<file path="config.mk">
export PLATFORM = sky130hd
export DESIGN_NAME = els_mul
export DESIGN_NICKNAME = d
export VERILOG_FILES = /design/src/design/els_pkg.sv /design/src/design/els_mul.sv
export SDC_FILE = /design/constraint.sdc
export NUM_CORES = 2
export LEC_CHECK = 0
export ABC_CLOCK_PERIOD_IN_PS = 20400
export BUFFER_PORTS_ARGS = -buffer_cell sky130_fd_sc_hd__buf_2
export CELL_PAD_IN_SITES_DETAIL_PLACEMENT = 0
export CELL_PAD_IN_SITES_GLOBAL_PLACEMENT = 1
export CORE_AREA = 2 2 312 314
export CTS_CLUSTER_SIZE = 10
export DETAILED_ROUTE_END_ITERATION = 8
export DIE_AREA = 0 0 314 316
export GPL_TIMING_DRIVEN = 0
export PLACE_DENSITY_LB_ADDON = 0.1
export SLEW_MARGIN = 10
export SYNTH_ARGS = -nofsm -noshare
export SYNTH_HDL_FRONTEND = slang
export SYNTH_SLANG_ARGS = --single-unit
export TNS_END_PERCENT = 10
</file>
<file path="constraint.sdc">
create_clock -name clk -period 20.4 [get_ports clk]
set_clock_uncertainty 0.1 [all_clocks]
set_input_delay 2.04 -clock clk [delete_from_list [all_inputs] [get_ports clk]]
set_output_delay 2.04 -clock clk [all_outputs]
set_load 0.02 [all_outputs]
</file>
<file path="src/design/els_pkg.sv">
package els_pkg;

  // Value format
  localparam int VALUE_WIDTH = 32;
  localparam int FRAC_BITS   = 16;
  localparam logic signed [63:0] VMAX = (64'sd1 <<< (VALUE_WIDTH - 1)) - 64'sd1;
  localparam logic signed [63:0] VMIN = -VMAX - 64'sd1;
  localparam logic signed [63:0] ONE_Q = 64'sd1 <<< FRAC_BITS;

  // Shared multiplier operand widths
  localparam int MUL_A_W = 36;
  localparam int MUL_B_W = 26;
  localparam int MUL_P_W = MUL_A_W + MUL_B_W;

  // Divide / square root unit
  localparam int DS_NUM_W = 50;
  localparam int DS_DEN_W = 25;
  localparam int DS_REM_W = 28;
  localparam int DS_STEPS = DS_NUM_W / 2;
  localparam int DS_CNT_W = $clog2(DS_STEPS);

  localparam int CFG_INDEX_W = 3;
  localparam int CFG_DATA_W  = 31;

  typedef enum logic [CFG_INDEX_W-1:0] {
    REG_BOOST   = 3'd0,
    REG_DT      = 3'd1,
    REG_SPACING = 3'd2,
    REG_RADIUS  = 3'd3,
    REG_ROWS    = 3'd4,
    REG_COLS    = 3'd5,
    REG_TOP     = 3'd6,
    REG_END     = 3'd7
  } cfg_reg_t;

  typedef struct packed {
    logic              operation;
    logic signed [31:0] load_x;
    logic signed [31:0] load_y;
    logic signed [31:0] load_vx;
    logic signed [31:0] load_vy;
  } item_t;

  typedef struct packed {
    logic signed [31:0] pos_x;
    logic signed [31:0] pos_y;
    logic signed [31:0] vel_x;
    logic signed [31:0] vel_y;
    logic              hit_atom;
    logic              hit_wall;
    logic              reached_end;
  } result_t;

  // Control into the divide / square root unit
  typedef struct packed {
    logic start;
    logic sqrt_mode;
  } ds_ctrl_t;

  // p / 2^FRAC_BITS, round to nearest, ties away from zero
  function automatic logic signed [63:0] rescale(input logic signed [63:0] p);
    logic [63:0] m;
    m = p[63] ? (~p + 64'd1) : p;
    m = (m + (64'd1 << (FRAC_BITS - 1))) >> FRAC_BITS;
    rescale = p[63] ? -$signed(m) : $signed(m);
  endfunction

  function automatic logic signed [31:0] sat(input logic signed [63:0] v);
    logic signed [63:0] c;
    if (v > VMAX) c = VMAX;
    else if (v < VMIN) c = VMIN;
    else c = v;
    sat = c[31:0];
  endfunction

  function automatic logic signed [31:0] neg_sat(input logic signed [31:0] v);
    logic signed [63:0] w;
    w = v;
    neg_sat = sat(-w);
  endfunction

endpackage

</file>
<file path="src/design/els_mul.sv">
module els_mul (
  input  logic                                clk,
  input  logic signed [els_pkg::MUL_A_W-1:0]  a,
  input  logic signed [els_pkg::MUL_B_W-1:0]  b,
  output logic signed [els_pkg::MUL_P_W-1:0]  prod
);
  import els_pkg::*;

  // registered product
  always_ff @(posedge clk) begin
    prod <= MUL_P_W'(a) * MUL_P_W'(b);
  end

endmodule

</file>
Word level (Yosys, flattened, before mapping)
Cells that the tools add are included.
Widths: inputs -> output; s select.

operators by class
  multipliers = 1

operators with widths
  cell            number
  $mul 36x26->62  1

storage, ports and cells
  output and inout port bits = 62
  word-level logic and storage cells = 2
  input bits = 63
  bits in registers = 62

Logic depth before layout (Yosys ltp)
  depth in word-level cells = 1
  gate-level depth with buffers = 28
  gate-level depth less buffers = 25

Least setup slack after synthesis
No wires, ideal clock.

  path kind = input -> register
  start = input b[3] (netlist name)
  end = register prod[58] (netlist name)
  path slack = 11573 ps
  required time = 20166 ps
  setup time = 134 ps
  arrival = 8594 ps
  buffers on the path = 3
  stages on the path = 25
  cell sequence = clkbuf_1 > clkbuf_1 > and2_1 > fa_1 > fa_1 > inv_1 > fa_1 > inv_1 > fa_1 > fa_1 > fa_1 > inv_1 > fa_1 > inv_1 > ha_1 > clkbuf_1 > a21oi_1 > o21ai_1 > nor4_1 > o21ai_0 > a22oi_1 > o21ai_1 > o41ai_2 > mux2i_1 > o2111ai_1

on the way
  word-level cells in the longest chain between the ends = 1

RTL lines
  element                 line           source
  start: declaration      els_mul.sv:4   input logic signed [els_pkg::MUL_B_W-1:0] b,
  $mul 36x26->62          els_mul.sv:11  prod <= MUL_P_W'(a) * MUL_P_W'(b);
  end signal: assignment  els_mul.sv:11
  end: declaration        els_mul.sv:5   output logic signed [els_pkg::MUL_P_W-1:0] prod

Every way passes these cells.

Worst setup path in the final report
  start = input b[5] (netlist name)
  end = register prod[44] (netlist name)

Same word-level chain as after synthesis.

==> results.json <==
{
  "placedCellCount": 4970,
  "max_freq_mhz": 85.2,
  "grt_pass1_vias": 26400,
  "drtPass1Iterations": 5,
  "finalSetupTns_ns": 0,
  "largest_register": "prod",
  "maxCapViolCount": 0,
  "synth-seq-cells": 62,
  "cp-start-kind": "input pin",
  "antenna_found_initial": 9,
  "cts_root_buffer": "clkbuf_16",
  "cts_max_level": 3,
  "routedWlPerCell_um": 25.4,
  "cts_made_buffers": 9,
  "place_congestion": 0.950,
  "coreArea_mm2": 0.0960,
  "numClockSinks": 62,
  "final_common_cell": "fa_1",
  "worstPathArrival_ns": 11.98,
  "vias_per_cell": 4.81,
  "layout-area-overhead-vs-synth_pct": 7.26,
  "path_clk_slew_ns": 0.06,
  "synth_cell_types": 51,
  "fin_crit_ns": 11.73,
  "synth_ff_type": "dfxtp_1",
  "cts_tree": "yes",
  "layoutNonFillerInstCount": 4989,
  "initial_core_util": 0.347,
  "clk_path_buf_depth": 2,
  "worstHoldStart": "b[0]",
  "final_core_util": 0.373,
  "syn_nets": 4764,
  "die_w_um": 314,
  "slew_viol_final": 0,
  "layout_common_cells": "fa_1, inv_1, nand2_1",
  "slew_headroom": 0.0772,
  "routed_wl_mm": 127,
  "antenna_left": 0,
  "syn_avg_cell_area_um2": 9.30,
  "yosysWarnings": 0,
  "async_flop_share": 0,
  "drt-initial-drc-count": 1409,
  "die_h_um": 316,
  "min_period_over_period": 0.575,
  "critPathRequiredTime_ns": 20.64,
  "hold_end": "prod[0]",
  "num_io_pins": 125,
  "synth_edf_count": 0,
  "grt-ovfl-total": 0,
  "post_cts_buffers": 0,
  "layout-drive-gt1-share": 0.0353,
  "crit_type": "input pin to register",
  "hp-class": "input pin to register",
  "portBuffers": 108,
  "dr_total_vias": 24000,
  "rsz0062_at_grt": "no",
  "cp-end-kind": "register",
  "num_rows": 114,
  "yosysSeqAreaShare": 0.0372,
  "drcViolationCount": 0,
  "syn-cell-area_mm2": 0.0334,
  "tightest_slew_ns": 1.37,
  "grt_start_max_net_pins": 12,
  "synthCells": 3585,
  "cp_max_fo": 10,
  "final-setup-viol-count": 0,
  "hpwl_mm": 110,
  "grt_use_total": 0.267,
  "grt_pass1_wl_mm": 187,
  "status": "finished, final reports clean",
  "largest_reg_flops": 62,
  "fin_nets": 4884,
  "die_area_mm2": 0.0992,
  "hold_buffers": 0,
  "ctsResizeCount": 0,
  "final_hold_viol_count": 0,
  "layout_top_registers": "prod (62)",
  "whs_path_depth": 2
}
-- through the flow --
step / setup slack, ns / hold WS (ns) / instance area, um2
after detailed placement: 8.46 / 2.35 / 35500
after global placement: 7.86 / 2.35 / 35500
after global routing: 8.60 / 1.94 / 35800
after CTS: 8.84 / 1.92 / 35800
after floorplan: 11.57 / 2.06 / 33400
final: 8.67 / 1.96 / 35800
-- synthesized netlist by cell type (all sizes together), types with 2 or more instances --
master,count,area (um2)
o2111ai,4,35.0
nor2,60,225
o31ai,6,45.0
a21o,25,188
o21bai,5,37.5
a21oi,52,260
and3,4,25.0
a211oi,7,57.6
buf,3,15.0
inv,895,3360
xor2,22,193
clkbuf,179,672
nor2b,7,43.8
xnor2,42,368
a21boi,2,15.0
nand2,549,2060
ha,166,2080
a31oi,7,43.8
nor3,15,75.1
nand3,15,75.1
nand4,11,68.8
o311a,2,20.0
a311oi,3,26.3
o211ai,9,67.6
o21ba,2,20.0
nor4,4,25.0
and2,395,2470
o21a,5,37.5
a221oi,4,35.0
dfxtp,62,1240
or3,3,18.8
nand2b,15,93.8
o21ai,39,195
fa,950,19000
or2,3,18.8
-- area by class of cell --
cell class	instances	area, um2
Clock buffer	11	233
Timing Repair Buffer	109	552
Clock inverter	4	25.0
Inverter	895	3360
Antenna cell	4	10.0
Tap cell	1276	1600
Sequential cell	62	1240
Multi-Input combinational cell	2446	28100
Buffer	182	687
Fill cell	10000	60200
-- worst max-delay path, stage by stage --
cell and delay, ns:
clkbuf_1 0.80, clkbuf_1 0.78, nand2_1 0.18, fa_1 0.57
inv_1 0.05, fa_1 0.56, inv_1 0.08, fa_1 0.53
inv_1 0.05, fa_1 0.47, fa_1 0.60, inv_1 0.08
fa_1 0.49, fa_1 0.55, inv_1 0.06, ha_1 0.32
and2_1 0.32, nand3_1 0.16, nor4_1 1.16, nor2_1 0.44
o31ai_1 0.74, a311oi_1 0.28, a311oi_1 0.43, xor2_1 0.17
-- worst max path at each step --
stage	slack [ns]	end	start
finish	8.67	prod[44]	b[5]
global route	8.60	prod[44]	b[5]
CTS	8.84	prod[44]	b[5]
detailed placement	8.46	prod[44]	b[5]
global placement	7.86	prod[59]	b[5]
floorplan	11.57	prod[58]	b[3]
-- routing by layer --
metal | vias up | track usage | part of all wire
met4 | 0 | 0.0907 | 0.035
met1 | 12900 | 0.346 | 0.42
li1 | 10500 | - | -
met5 | - | 0 | 0
met3 | 126 | 0.0235 | 0.033
met2 | 518 | 0.469 | 0.51
-- kinds of logic after synthesis --
group	after synthesis	synth area share
adder cells (fa/ha/maj)	1116	0.632
buffers and inverters	1077	0.121
flip-flops	62	0.0372
AND/OR/NAND/NOR	1083	0.156
XOR/XNOR	64	0.0168
AO/OA/AOI/OAI	182	0.0356
multiplexers	1	0.000300
Power is left out: the tool's default activity adds up to more than one toggle a clock period on the data nets, which glitch-free logic cannot reach.
