$ cat src/design/els_pkg.sv
package els_pkg;

  // Value format
  localparam int VALUE_WIDTH = 32;
  localparam int FRAC_BITS   = 16;
  localparam logic signed [63:0] VMAX = (64'sd1 <<< (VALUE_WIDTH - 1)) - 64'sd1;
  localparam logic signed [63:0] VMIN = -VMAX - 64'sd1;
  localparam logic signed [63:0] ONE_Q = 64'sd1 <<< FRAC_BITS;

  // Shared multiplier operand widths
  localparam int MUL_A_W = 36;
  localparam int MUL_B_W = 26;
  localparam int MUL_P_W = MUL_A_W + MUL_B_W;

  // Divide / square root unit
  localparam int DS_NUM_W = 50;
  localparam int DS_DEN_W = 25;
  localparam int DS_REM_W = 28;
  localparam int DS_STEPS = DS_NUM_W / 2;
  localparam int DS_CNT_W = $clog2(DS_STEPS);

  localparam int CFG_INDEX_W = 3;
  localparam int CFG_DATA_W  = 31;

  typedef enum logic [CFG_INDEX_W-1:0] {
    REG_BOOST   = 3'd0,
    REG_DT      = 3'd1,
    REG_SPACING = 3'd2,
    REG_RADIUS  = 3'd3,
    REG_ROWS    = 3'd4,
    REG_COLS    = 3'd5,
    REG_TOP     = 3'd6,
    REG_END     = 3'd7
  } cfg_reg_t;

  typedef struct packed {
    logic              operation;
    logic signed [31:0] load_x;
    logic signed [31:0] load_y;
    logic signed [31:0] load_vx;
    logic signed [31:0] load_vy;
  } item_t;

  typedef struct packed {
    logic signed [31:0] pos_x;
    logic signed [31:0] pos_y;
    logic signed [31:0] vel_x;
    logic signed [31:0] vel_y;
    logic              hit_atom;
    logic              hit_wall;
    logic              reached_end;
  } result_t;

  // Control into the divide / square root unit
  typedef struct packed {
    logic start;
    logic sqrt_mode;
  } ds_ctrl_t;

  // p / 2^FRAC_BITS, round to nearest, ties away from zero
  function automatic logic signed [63:0] rescale(input logic signed [63:0] p);
    logic [63:0] m;
    m = p[63] ? (~p + 64'd1) : p;
    m = (m + (64'd1 << (FRAC_BITS - 1))) >> FRAC_BITS;
    rescale = p[63] ? -$signed(m) : $signed(m);
  endfunction

  function automatic logic signed [31:0] sat(input logic signed [63:0] v);
    logic signed [63:0] c;
    if (v > VMAX) c = VMAX;
    else if (v < VMIN) c = VMIN;
    else c = v;
    sat = c[31:0];
  endfunction

  function automatic logic signed [31:0] neg_sat(input logic signed [31:0] v);
    logic signed [63:0] w;
    w = v;
    neg_sat = sat(-w);
  endfunction

endpackage

$ cat src/design/els_divsqrt.sv
module els_divsqrt (
  input  logic                          clk,
  input  logic                          rst,
  input  els_pkg::ds_ctrl_t             ctrl,
  input  logic [els_pkg::DS_NUM_W-1:0]  num,
  input  logic [els_pkg::DS_DEN_W-1:0]  den,
  output logic                          busy,
  output logic                          done,
  output logic [els_pkg::DS_NUM_W-1:0]  q
);
  import els_pkg::*;

  logic [DS_CNT_W-1:0] cnt;
  logic                mode;
  logic [DS_NUM_W-1:0] sh, sh_next;
  logic [DS_REM_W-1:0] rem, rem_next;
  logic [DS_NUM_W-1:0] quo, quo_next;
  logic [DS_DEN_W-1:0] den_r;

  // one step: two divide bits or one root bit
  always_comb begin
    logic [DS_DEN_W:0]   r;
    logic [DS_REM_W-1:0] rs;
    logic [DS_REM_W-1:0] trial;
    sh_next  = sh;
    rem_next = rem;
    quo_next = quo;
    r        = '0;
    rs       = '0;
    trial    = '0;
    if (mode) begin
      rs    = {rem[DS_REM_W-3:0], sh[DS_NUM_W-1 -: 2]};
      trial = DS_REM_W'({quo[DS_DEN_W-1:0], 2'b01});
      sh_next = sh << 2;
      if (rs >= trial) begin
        rem_next = rs - trial;
        quo_next = {quo[DS_NUM_W-2:0], 1'b1};
      end else begin
        rem_next = rs;
        quo_next = {quo[DS_NUM_W-2:0], 1'b0};
      end
    end else begin
      for (int j = 0; j < 2; j++) begin
        r = {rem_next[DS_DEN_W-1:0], sh_next[DS_NUM_W-1]};
        sh_next = sh_next << 1;
        if (r >= {1'b0, den_r}) begin
          r = r - {1'b0, den_r};
          quo_next = {quo_next[DS_NUM_W-2:0], 1'b1};
        end else begin
          quo_next = {quo_next[DS_NUM_W-2:0], 1'b0};
        end
        rem_next = DS_REM_W'(r);
      end
    end
  end

  // sequencing
  always_ff @(posedge clk) begin
    if (rst) begin
      busy <= 1'b0;
      done <= 1'b0;
      cnt  <= '0;
    end else begin
      done <= 1'b0;
      if (ctrl.start) begin
        busy <= 1'b1;
        cnt  <= '0;
      end else if (busy) begin
        cnt <= cnt + 1'b1;
        if (cnt == DS_CNT_W'(DS_STEPS - 1)) begin
          busy <= 1'b0;
          done <= 1'b1;
        end
      end
    end
  end

  // datapath
  always_ff @(posedge clk) begin
    if (ctrl.start) begin
      mode  <= ctrl.sqrt_mode;
      sh    <= num;
      rem   <= '0;
      quo   <= '0;
      den_r <= den;
    end else if (busy) begin
      sh  <= sh_next;
      rem <= rem_next;
      quo <= quo_next;
    end
  end

  assign q = quo;

endmodule

$ cat config.mk
export PLATFORM = sky130hd
export DESIGN_NAME = els_divsqrt
export DESIGN_NICKNAME = d
export VERILOG_FILES = /design/src/design/els_pkg.sv /design/src/design/els_divsqrt.sv
export SDC_FILE = /design/constraint.sdc
export NUM_CORES = 1
export LEC_CHECK = 0
export ABC_AREA = 1
export ABC_CLOCK_PERIOD_IN_PS = 4540
export BUFFER_PORTS_ARGS = -buffer_cell sky130_fd_sc_hd__buf_2
export CAP_MARGIN = 20
export CORE_ASPECT_RATIO = 2
export CORE_MARGIN = 5
export CORE_UTILIZATION = 50
export DETAILED_ROUTE_END_ITERATION = 8
export PLACE_DENSITY = 0.7
export SYNTH_ARGS = -nofsm -noshare
export SYNTH_HDL_FRONTEND = slang
export SYNTH_SLANG_ARGS = --single-unit
$ cat constraint.sdc
create_clock -name clk -period 4.54 [get_ports clk]
set_input_delay 0.454 -clock clk [delete_from_list [all_inputs] [get_ports clk]]
set_output_delay 0.454 -clock clk [all_outputs]
set_load 0.05 [all_outputs]
# Yosys cells after proc, flatten, opt, wreduce, memory -nomap -nowiden
# Cells that the tools add are included.
[word_totals] regBits=159 inputBits=79 output_inout_bits=52 elab_cells=35
[classes] addsub=4 n_lt_le_gt_ge=3 n_eq_ne=1 muxes=15 bitwise=1 n_reduce_logical=3
[ops] op="two-way mux 50 bit" n=3
[ops] op="two-way mux 26 bit" n=3
[ops] op=">= comparator 26 x 25 -> 1 bit" n=2
[ops] op="two-way mux 25 bit" n=2
[ops] op=">= comparator 28 x 27 -> 1 bit" n=1
[ops] op="subtractor 26 x 25 -> 26 bit" n=1
[ops] op="subtractor 26 bit" n=1
[ops] op="subtractor 25 bit" n=1
[ops] op="two-way mux 1 bit" n=7
[ops] op="adder 5 x 1 -> 5 bit, second input constant" n=1
[ops] op="== test 5 bit, second input constant" n=1
[ops] op="OR reduction 3 bit" n=1
[ops] op="nonzero test 2 bit" n=1
[ops] op="OR reduction 2 bit" n=1
[ops] op="inverter 1 bit" n=1

# Longest topological paths before layout
# Gate-level depths: netlist (run 1).
[logic_depth] ltp_word=6 mapped_depth=35 mapped_depth_nobuf=33

# Worst setup path after synthesis (run 1)
# Ideal clock, no wire load.
[synth_timing] kind="register -> register" startpoint="reg sh[49]" endpoint="reg rem[15]" setup_time_ns=0.109 arrival_ns=3.868 setup_slack_ns=0.563 stages_incl_launch_ff=33 n_path_buf=3 period_less_slack_ns=3.977 cell_sequence="edfxtp_1 -> inv_1 -> ha_1 -> inv_1 -> fa_1 -> nand3_1 -> nand3_2 -> nand2_1 -> nand2_2 -> nand2_1 -> nand2_1 -> nand2_1 -> nand3_2 -> buf_6 -> buf_6 -> nand2_1 -> o21ai_0 -> ha_1 -> nand2_1 -> inv_1 -> nand3_1 -> nand3_1 -> nand2_1 -> nand3_1 -> nand2_1 -> nand2_1 -> a21oi_1 -> nand2_4 -> buf_6 -> nand3_1 -> nand3_1 -> nand2_1 -> inv_1"
[synth_between] elab_chain_cells=6 word_cells_on_any_way=11 cone_classes="add/sub (3); order compare (3); mux (5)"
[synth_rtl] item="from (decl)" line="els_divsqrt.sv:15" source="logic [DS_NUM_W-1:0] sh, sh_next;"
[synth_rtl] item="from (signal assigned)" line="els_divsqrt.sv:82" source="sh <= num;"
[synth_rtl] item="from (signal assigned)" line="els_divsqrt.sv:87" source="sh <= sh_next;"
[synth_rtl] item="subtractor 25 bit / >= comparator 26 x 25 -> 1 bit (equally long branches)" line="els_divsqrt.sv:47, els_divsqrt.sv:46"
[synth_rtl] item="two-way mux 25 bit" line="els_divsqrt.sv:46" source="if (r >= {1'b0, den_r}) begin"
[synth_rtl] item="two-way mux 25 bit" line="els_divsqrt.sv:31" source="if (mode) begin"
[synth_rtl] item="subtractor 26 x 25 -> 26 bit / >= comparator 26 x 25 -> 1 bit (equally long branches)" line="els_divsqrt.sv:47, els_divsqrt.sv:46"
[synth_rtl] item="two-way mux 26 bit" line="els_divsqrt.sv:46"
[synth_rtl] item="two-way mux 26 bit *" line="els_divsqrt.sv:31"
[synth_rtl] item="to (signal assigned)" line="els_divsqrt.sv:88" source="rem <= rem_next;"
[synth_rtl] item="to (decl)" line="els_divsqrt.sv:16" source="logic [DS_REM_W-1:0] rem, rem_next;"
# Every way passes the cells marked *; elsewhere a longest branch is shown, timed or not. The select of a mux whose other input is x is not followed.
# A chain may end at the register's enable or synchronous reset.

# Worst setup path in the final report (run 1)
[layout_timing] startpoint="reg den_r[21]" endpoint="reg rem[19]"
[layout_between] elab_chain_cells=6 word_cells_on_any_way=8 cone_classes="add/sub (2); order compare (2); mux (4)"
[layout_rtl] item="from (decl)" line="els_divsqrt.sv:18" source="logic [DS_DEN_W-1:0] den_r;"
[layout_rtl] item="from (signal assigned)" line="els_divsqrt.sv:85" source="den_r <= den;"
[layout_rtl] item=">= comparator 26 x 25 -> 1 bit / subtractor 25 bit (equally long branches)" line="els_divsqrt.sv:46, els_divsqrt.sv:47"
[layout_rtl] item="two-way mux 25 bit" line="els_divsqrt.sv:46"
[layout_rtl] item="two-way mux 25 bit" line="els_divsqrt.sv:31"
[layout_rtl] item="subtractor 26 x 25 -> 26 bit / >= comparator 26 x 25 -> 1 bit (equally long branches)" line="els_divsqrt.sv:47, els_divsqrt.sv:46"
[layout_rtl] item="two-way mux 26 bit *" line="els_divsqrt.sv:46"
[layout_rtl] item="two-way mux 26 bit *" line="els_divsqrt.sv:31"
# Marks and branches as above.

==> results of run 1 <==
## area by class of cell
cell class	instances	area [um2]	area share [%]
multi-input combinational	1396	7268	49.99
clock buffer	18	429.2	2.952
timing repair buffer	233	1484	10.21
clock inverter	14	108.9	0.7486
inverter	250	943.4	6.488
tap	290	362.8	2.495
sequential	159	3944	27.12
## path summary, 6_finish.rpt
check	slack, ps	startpoint	end
worst max-delay path	190	den_r[21]	rem[19]
worst min-delay path	180	den[15]	den_r[15]
worst max register to register	190	den_r[21]	rem[19]
worst min register to register	490	q[49]	q[49]
## power by group through the flow
stage	clock [mW]	sequential, mW	combinational, mW
2_1_floorplan	0	1.83	2.34
3_3_place_gp	0	1.77	3.61
3_5_place_dp	0	1.77	3.61
4_1_cts	1.37	1.74	3.71
5_1_grt	1.43	1.76	4.28
6_report	1.35	1.74	3.92
## synthesized netlist by cell type (all sizes together)
library cell,instances
nand2,540
inv,250
nor2,204
nand3,164
o21ai,138
a21oi,98
dfxtp,83
ha,79
edfxtp,76
clkbuf,39
nand4,32
xor2,28
o22ai,26
buf,23
xnor2,23
nor3,16
o21bai,9
a21o,6
and2,6
nand3b,4
o211ai,4
a211oi,3
nor4,3
a21boi,2
fa,2
o21a,2
a31oi,1
and3,1
nor3b,1
o31ai,1
## worst max-delay path: cells and delay by family (launching register included)
family / cells / cell delay, ps
compound gates: 1 / 100
flops: 1 / 320
buf+inv: 5 / 570
simple gates: 20 / 2540
fa+ha+maj: 2 / 680
## cells by family (layout without fill, tap and decap cells)
kind of cell             count (synthesis)  in the layout  synth area share, %
AO/OA/AOI/OAI                          290            290                12.72
XOR/XNOR                                51             51                3.633
adder cells (fa/ha/maj)                 81             81                8.365
buffers and inverters                  312            515                10.12
flip-flops                             159            159                32.07
AND/OR/NAND/NOR                        971            974                33.09
## per-stage QoR
step	util, %	area [um2]
CTS	59.03	14360
floorplan	-	12300
finish	59.78	14540
global placement	56.62	13770
global route	59.78	14540
detailed placement	56.62	13770
## registers in the layout, summed over array words and instances (netlist names)
| signal | cells |
|---|---|
| busy | 1 |
| done | 1 |
| rem | 26 |
| den_r | 25 |
| sh | 50 |
| cnt | 5 |
| mode | 1 |
| q | 50 |
## layer usage
metal / part of all wire (%) / wire [um] / global-route usage, %
met4: 7.7 / 3410 / 21.31
met1: 34 / 14900 / 30.29
met2: 54 / 23650 / 59.36
met3: 4.7 / 2062 / 4.900
met5: 0 / 0 / 0
## timing repair
item / in CTS / in global routing
pin swaps: 2 / 11
cloned: 1 / 2
setup buffers: 2 / 4
resized for setup: 5 / 40
endpoints found under the setup margin: 26 / 27
==> Flow_metrics.wiki, run 1 <==
{| class="wikitable"
! Metric !! Value
|-
| Clock share of power || about a fifth
|-
| Post-Syn Area per Cell || 6.596 um2
|-
| Post-route minimum period || 4348 ps
|-
| Post-Layout Cell Count || approximately 2,400
|-
| Total Wirelength || 44,020 um
|-
| Worst setup path class || register to register
|-
| Worst-case clock skew || between 10 and 15 ps
|-
| Pin count of the biggest net entering global routing || 79
|-
| Max Clock Freq || 230.0 MHz
|-
| Post-placement worst setup slack || -218.7 ps
|-
| Number of H-tree levels || 4
|-
| Initial antenna violation count || 0
|-
| Count of buffers inserted at the top-level ports || between 100 and 150
|-
| Floorplan die width || 120.9 um
|-
| Total global routing track utilization || between 30% and 40%
|-
| Buffer cell driving the clock tree root || clkbuf_16
|-
| Dominant cells by area after synthesis || edfxtp_1, nand2_1, dfxtp_1
|-
| Layout-stage area growth over the synthesis result || 18.26%
|-
| Clock slew seen by the registers of the worst setup and hold paths || around 70 ps
|-
| Die Ht || roughly 230 um
|-
| Combinational share of power || a little under three fifths
|-
| Internal Power || between 3 and 4 mW
|-
| Library cell occupying the most area in the post-synthesis netlist || edfxtp_1
|-
| Iteration-0 DRC Markers || 631
|-
| Synth Register Bits || 159
|-
| Clock latency on the worst-skew pair || around 440 ps
|-
| CP Launch Type || register
|-
| Overall via count from detail_route || ~13,000
|-
| Final routed wire length divided by cell count || 18.65 um
|-
| Critical path's most frequent cell || nand2_1
|-
| Leakage power figure || between 7 and 8 nW
|-
| # IOs || 131
|-
| Distinct cell type count of the synthesized netlist || 42
|-
| Highest net fanout along the worst path || 24
|-
| Post-route DRC violation count || 0
|-
| Sequential area share after synthesis || between 30% and 40%
|-
| Switching portion of total power || between 40% and 50%
|-
| Starting density of the core || 50.55%
|-
| Relative max-transition margin || between 30% and 40%
|-
| Worst hold-check path type || primary input to register
|-
| Number of cell rows || 81
|-
| Result of the run || finished, final reports clean
|-
| Most frequent standard cell in the layout excluding fill and tap cells || nand2_1
|-
| Clock tree from TritonCTS || yes
|-
| Synthesis warning total || 0
|-
| Setup TNS after final layout || 0 ps
|-
| Part of the power in registers || 24.9%
|-
| Via count of the first global-routing pass || approximately 13,000
|-
| Area enclosed by the die boundary || 0.02802 mm2
|-
| Cells on Worst Hold Path || 1
|-
| Pwr Density || 481.9 mW/mm2
|-
| Number of endpoints with negative hold slack in the final report || 0
|-
| Crit path largest cell delay || 380 ps
|-
| Gate Count Post-Synth || 1,864
|-
| Transition at the pin with the smallest max-transition slack || around 980 ps
|-
| Wire length of the first global-routing pass || around 68,000 um
|-
| Count of nets after finishing || 2,217
|-
| Power Total || 7.007 mW
|-
| Area share of the largest cell type after synthesis || 18.56%
|-
| Layout fillers || 2,437
|-
| Cell with the largest stage delay on the worst path || ha_1
|-
| Arrival time of data at the critical path endpoint || 4680 ps
|-
| Net count of the mapped netlist || between 2,000 and 2,500
|-
| Synthesized cell area || approximately 0.012 mm2
|-
| Total of endpoints with negative setup slack in the final report || 0
|-
| Final weighted congestion of routability-driven global placement || 1.018
|-
| Setup crit end kind || register
|-
| Highest-count cells in the layout ignoring fill and taps || nand2_1, inv_1, nor2_1, nand3_1, buf_2
|-
| Switching pwr || 3.219 mW
|-
| Count of hold buffers inserted by post-cts repair || 0
|-
| Antenna diode count || 0
|-
| Data required time of the critical path || 4880 ps
|-
| Via density || about 5.5
|-
| Grt ovf || 0
|-
| Register-to-Register Path Depth || 28
|-
| Maximum buffer depth of the clock tree || 2
|-
| Router iterations before antenna repair || 5
|-
| Cell Count Post-Placement || 2,319
|-
| Fraction of final layout cells sized beyond drive strength 1 || about 16%
|-
| Maximum Capacitance Violations || 0
|-
| Total CTS buffers || 17
|-
| Setup slack after layout || 192.2 ps
|-
| Count of clock tree sinks || 159
|-
| Smallest hold slack || 183.0 ps
|-
| Post-detailed-route count of antenna-violating nets || 0
|-
| HPWL Detailed || between 30,000 and 40,000 um
|-
| Total core area || 0.02432 mm2
|-
| Number of slew-limit violations in the final report || 0
|-
| Fraction of the cycle the final worst path needs || a little over nine tenths
|-
| Maximum VDD drop || 0.3899 mV
|}
Power figures use the tool's default switching activity.
==> inputs of run 2 (changes only) <==
--- a/config.mk
+++ b/config.mk
@@ -6,7 +6,7 @@
 export NUM_CORES = 1
 export LEC_CHECK = 0
 export ABC_AREA = 1
-export ABC_CLOCK_PERIOD_IN_PS = 4540
+export ABC_CLOCK_PERIOD_IN_PS = 5500
 export BUFFER_PORTS_ARGS = -buffer_cell sky130_fd_sc_hd__buf_2
 export CAP_MARGIN = 20
 export CORE_ASPECT_RATIO = 2
==> constraint.sdc (replaced) <==
create_clock -name clk -period 5.5 [get_ports clk]
set_input_delay 0.55 -clock clk [delete_from_list [all_inputs] [get_ports clk]]
set_output_delay 0.55 -clock clk [all_outputs]
set_load 0.05 [all_outputs]
==> run 2 against run 1 <==
Net effect:
- non-clock buffer count fell by 88
- total power shrank 22%
- register-to-register slack improved by 220 ps
- largest cell class unchanged
- largest power group unchanged
==> Flow_metrics.wiki, run 2 (synthesized netlist as in run 1, its figures left out) <==
{| class="wikitable"
! Metric !! Value
|-
| Result of the run || finished, final reports clean
|-
| Number of cell rows || 81
|-
| Setup crit end kind || register
|-
| Total CTS buffers || 17
|-
| Maximum VDD drop || 0.2317 mV
|-
| Smallest hold slack || ~280 ps
|-
| Maximum Capacitance Violations || 0
|-
| Starting density of the core || ~51%
|-
| Pin count of the biggest net entering global routing || 83
|-
| Data required time of the critical path || about 6000 ps
|-
| Final routed wire length divided by cell count || 17.85 um
|-
| Post-route minimum period || 5086 ps
|-
| Router iterations before antenna repair || 5
|-
| Post-detailed-route count of antenna-violating nets || 0
|-
| Highest-count cells in the layout ignoring fill and taps || nand2_1, inv_1, nor2_1, nand3_1, buf_2
|-
| Relative max-transition margin || 43.82%
|-
| Floorplan die width || approximately 120 um
|-
| Count of nets after finishing || 2,126
|-
| Worst setup path class || register to register
|-
| Worst hold-check path type || primary input to register
|-
| Largest delay share family, worst path || simple AND/OR/NAND/NOR gates
|-
| Via density || 5.530
|-
| Grt ovf || 0
|-
| Iteration-0 DRC Markers || between 600 and 700
|-
| Post-Layout Cell Count || 2,269
|-
| Post-route DRC violation count || 0
|-
| HPWL Detailed || 32,320 um
|-
| Most frequent standard cell in the layout excluding fill and tap cells || nand2_1
|-
| Worst-case clock skew || ~15 ps
|-
| Clock slew seen by the registers of the worst setup and hold paths || 70 ps
|-
| Layout-stage area growth over the synthesis result || 12.23%
|-
| Pwr Density || 397.5 mW/mm2
|-
| Total core area || 0.02432 mm2
|-
| Crit path largest cell delay || between 500 and 600 ps
|-
| Setup TNS after final layout || 0 ps
|-
| Buffer cell driving the clock tree root || clkbuf_16
|-
| CP Launch Type || register
|-
| Area enclosed by the die boundary || about 0.028 mm2
|-
| Setup slack after layout || 414.3 ps
|-
| Clock latency on the worst-skew pair || between 400 and 500 ps
|-
| Arrival time of data at the critical path endpoint || 5420 ps
|-
| Number of buffers inserted by post-CTS setup repair || 0
|-
| Final weighted congestion of routability-driven global placement || 1.013
|-
| Fraction of final layout cells sized beyond drive strength 1 || 10.56%
|-
| Total of endpoints with negative setup slack in the final report || 0
|-
| Cell with the largest stage delay on the worst path || a21oi_1
|-
| Total Wirelength || 40,510 um
|-
| Number of endpoints with negative hold slack in the final report || 0
|-
| Final core area utilization || between 50% and 60%
|-
| Number of H-tree levels || 4
|-
| Die Ht || approximately 230 um
|-
| Worst reg-to-reg setup slack || 410 ps
|-
| Antenna diode count || 0
|-
| Count of buffers inserted at the top-level ports || 130
|-
| Transition at the pin with the smallest max-transition slack || 842.7 ps
|-
| Maximum buffer depth of the clock tree || 2
|-
| Wire length of the first global-routing pass || 64,060 um
|-
| # IOs || 131
|-
| Fraction of the cycle the final worst path needs || 92.47%
|-
| Highest net fanout along the worst path || 29
|-
| Overall via count from detail_route || around 13,000
|-
| Clock tree from TritonCTS || yes
|-
| Post-placement worst setup slack || 482.7 ps
|-
| Count of clock tree sinks || between 150 and 200
|-
| Count of hold buffers inserted by post-cts repair || 0
|-
| Via count of the first global-routing pass || 12,664
|-
| RSZ-0062 raised after global routing || false
|-
| Number of slew-limit violations in the final report || 0
|-
| Initial antenna violation count || 0
|-
| Cell Count Post-Placement || about 2,200
|-
| Total global routing track utilization || 29.17%
|-
| CP Buf/Inv Count || 5
|-
| Leakage power figure || 7.015 nW
|-
| Critical path's most frequent cell || nand2_1
|-
| Max Clock Freq || 196.6 MHz
|}
## run 2: routing by layer
metal,track usage (%),wire [um]
met5,0,0
met4,23.51,3694
met3,3.584,1435
met2,53.53,21150
met1,28.70,14230
## run 2: worst paths after layout
kind / depth (start not counted) / start / end
setup / recovery: 29 / sh[49] / rem[20]
hold / removal: 1 / den[9] / den_r[9]
setup reg to reg: 29 / sh[49] / rem[20]
hold reg to reg: 2 / sh[47] / sh[49]
## run 2: power by group
group | total (mW) | internal, mW | switching, mW
logic | 2.74 | 0.877 | 1.86
registers | 1.44 | 1.36 | 0.0860
clock network | 1.30 | 0.764 | 0.540
## run 2: layout make-up
class	instances	area, um2
fill	2483	10520
multi-input combinational	1393	7118
sequential	159	3944
inverter	250	940.9
timing repair buffer	145	778.2
clock buffer	22	539.3
tap	290	362.8
clock inverter	10	116.4
## run 2: what timing repair did
action / 4_1_cts / 5_1_grt
resized for setup: 0 / 2
endpoints found under the hold margin: 0 / 0
endpoints found under the setup margin: 0 / 1
## run 2: per-stage QoR
stage	instance area, um2	power [mW]
floorplan	12300	3.443
global placement	13140	4.149
detailed placement	13140	4.142
CTS	13800	5.465
global route	13800	5.850
finish	13800	5.485
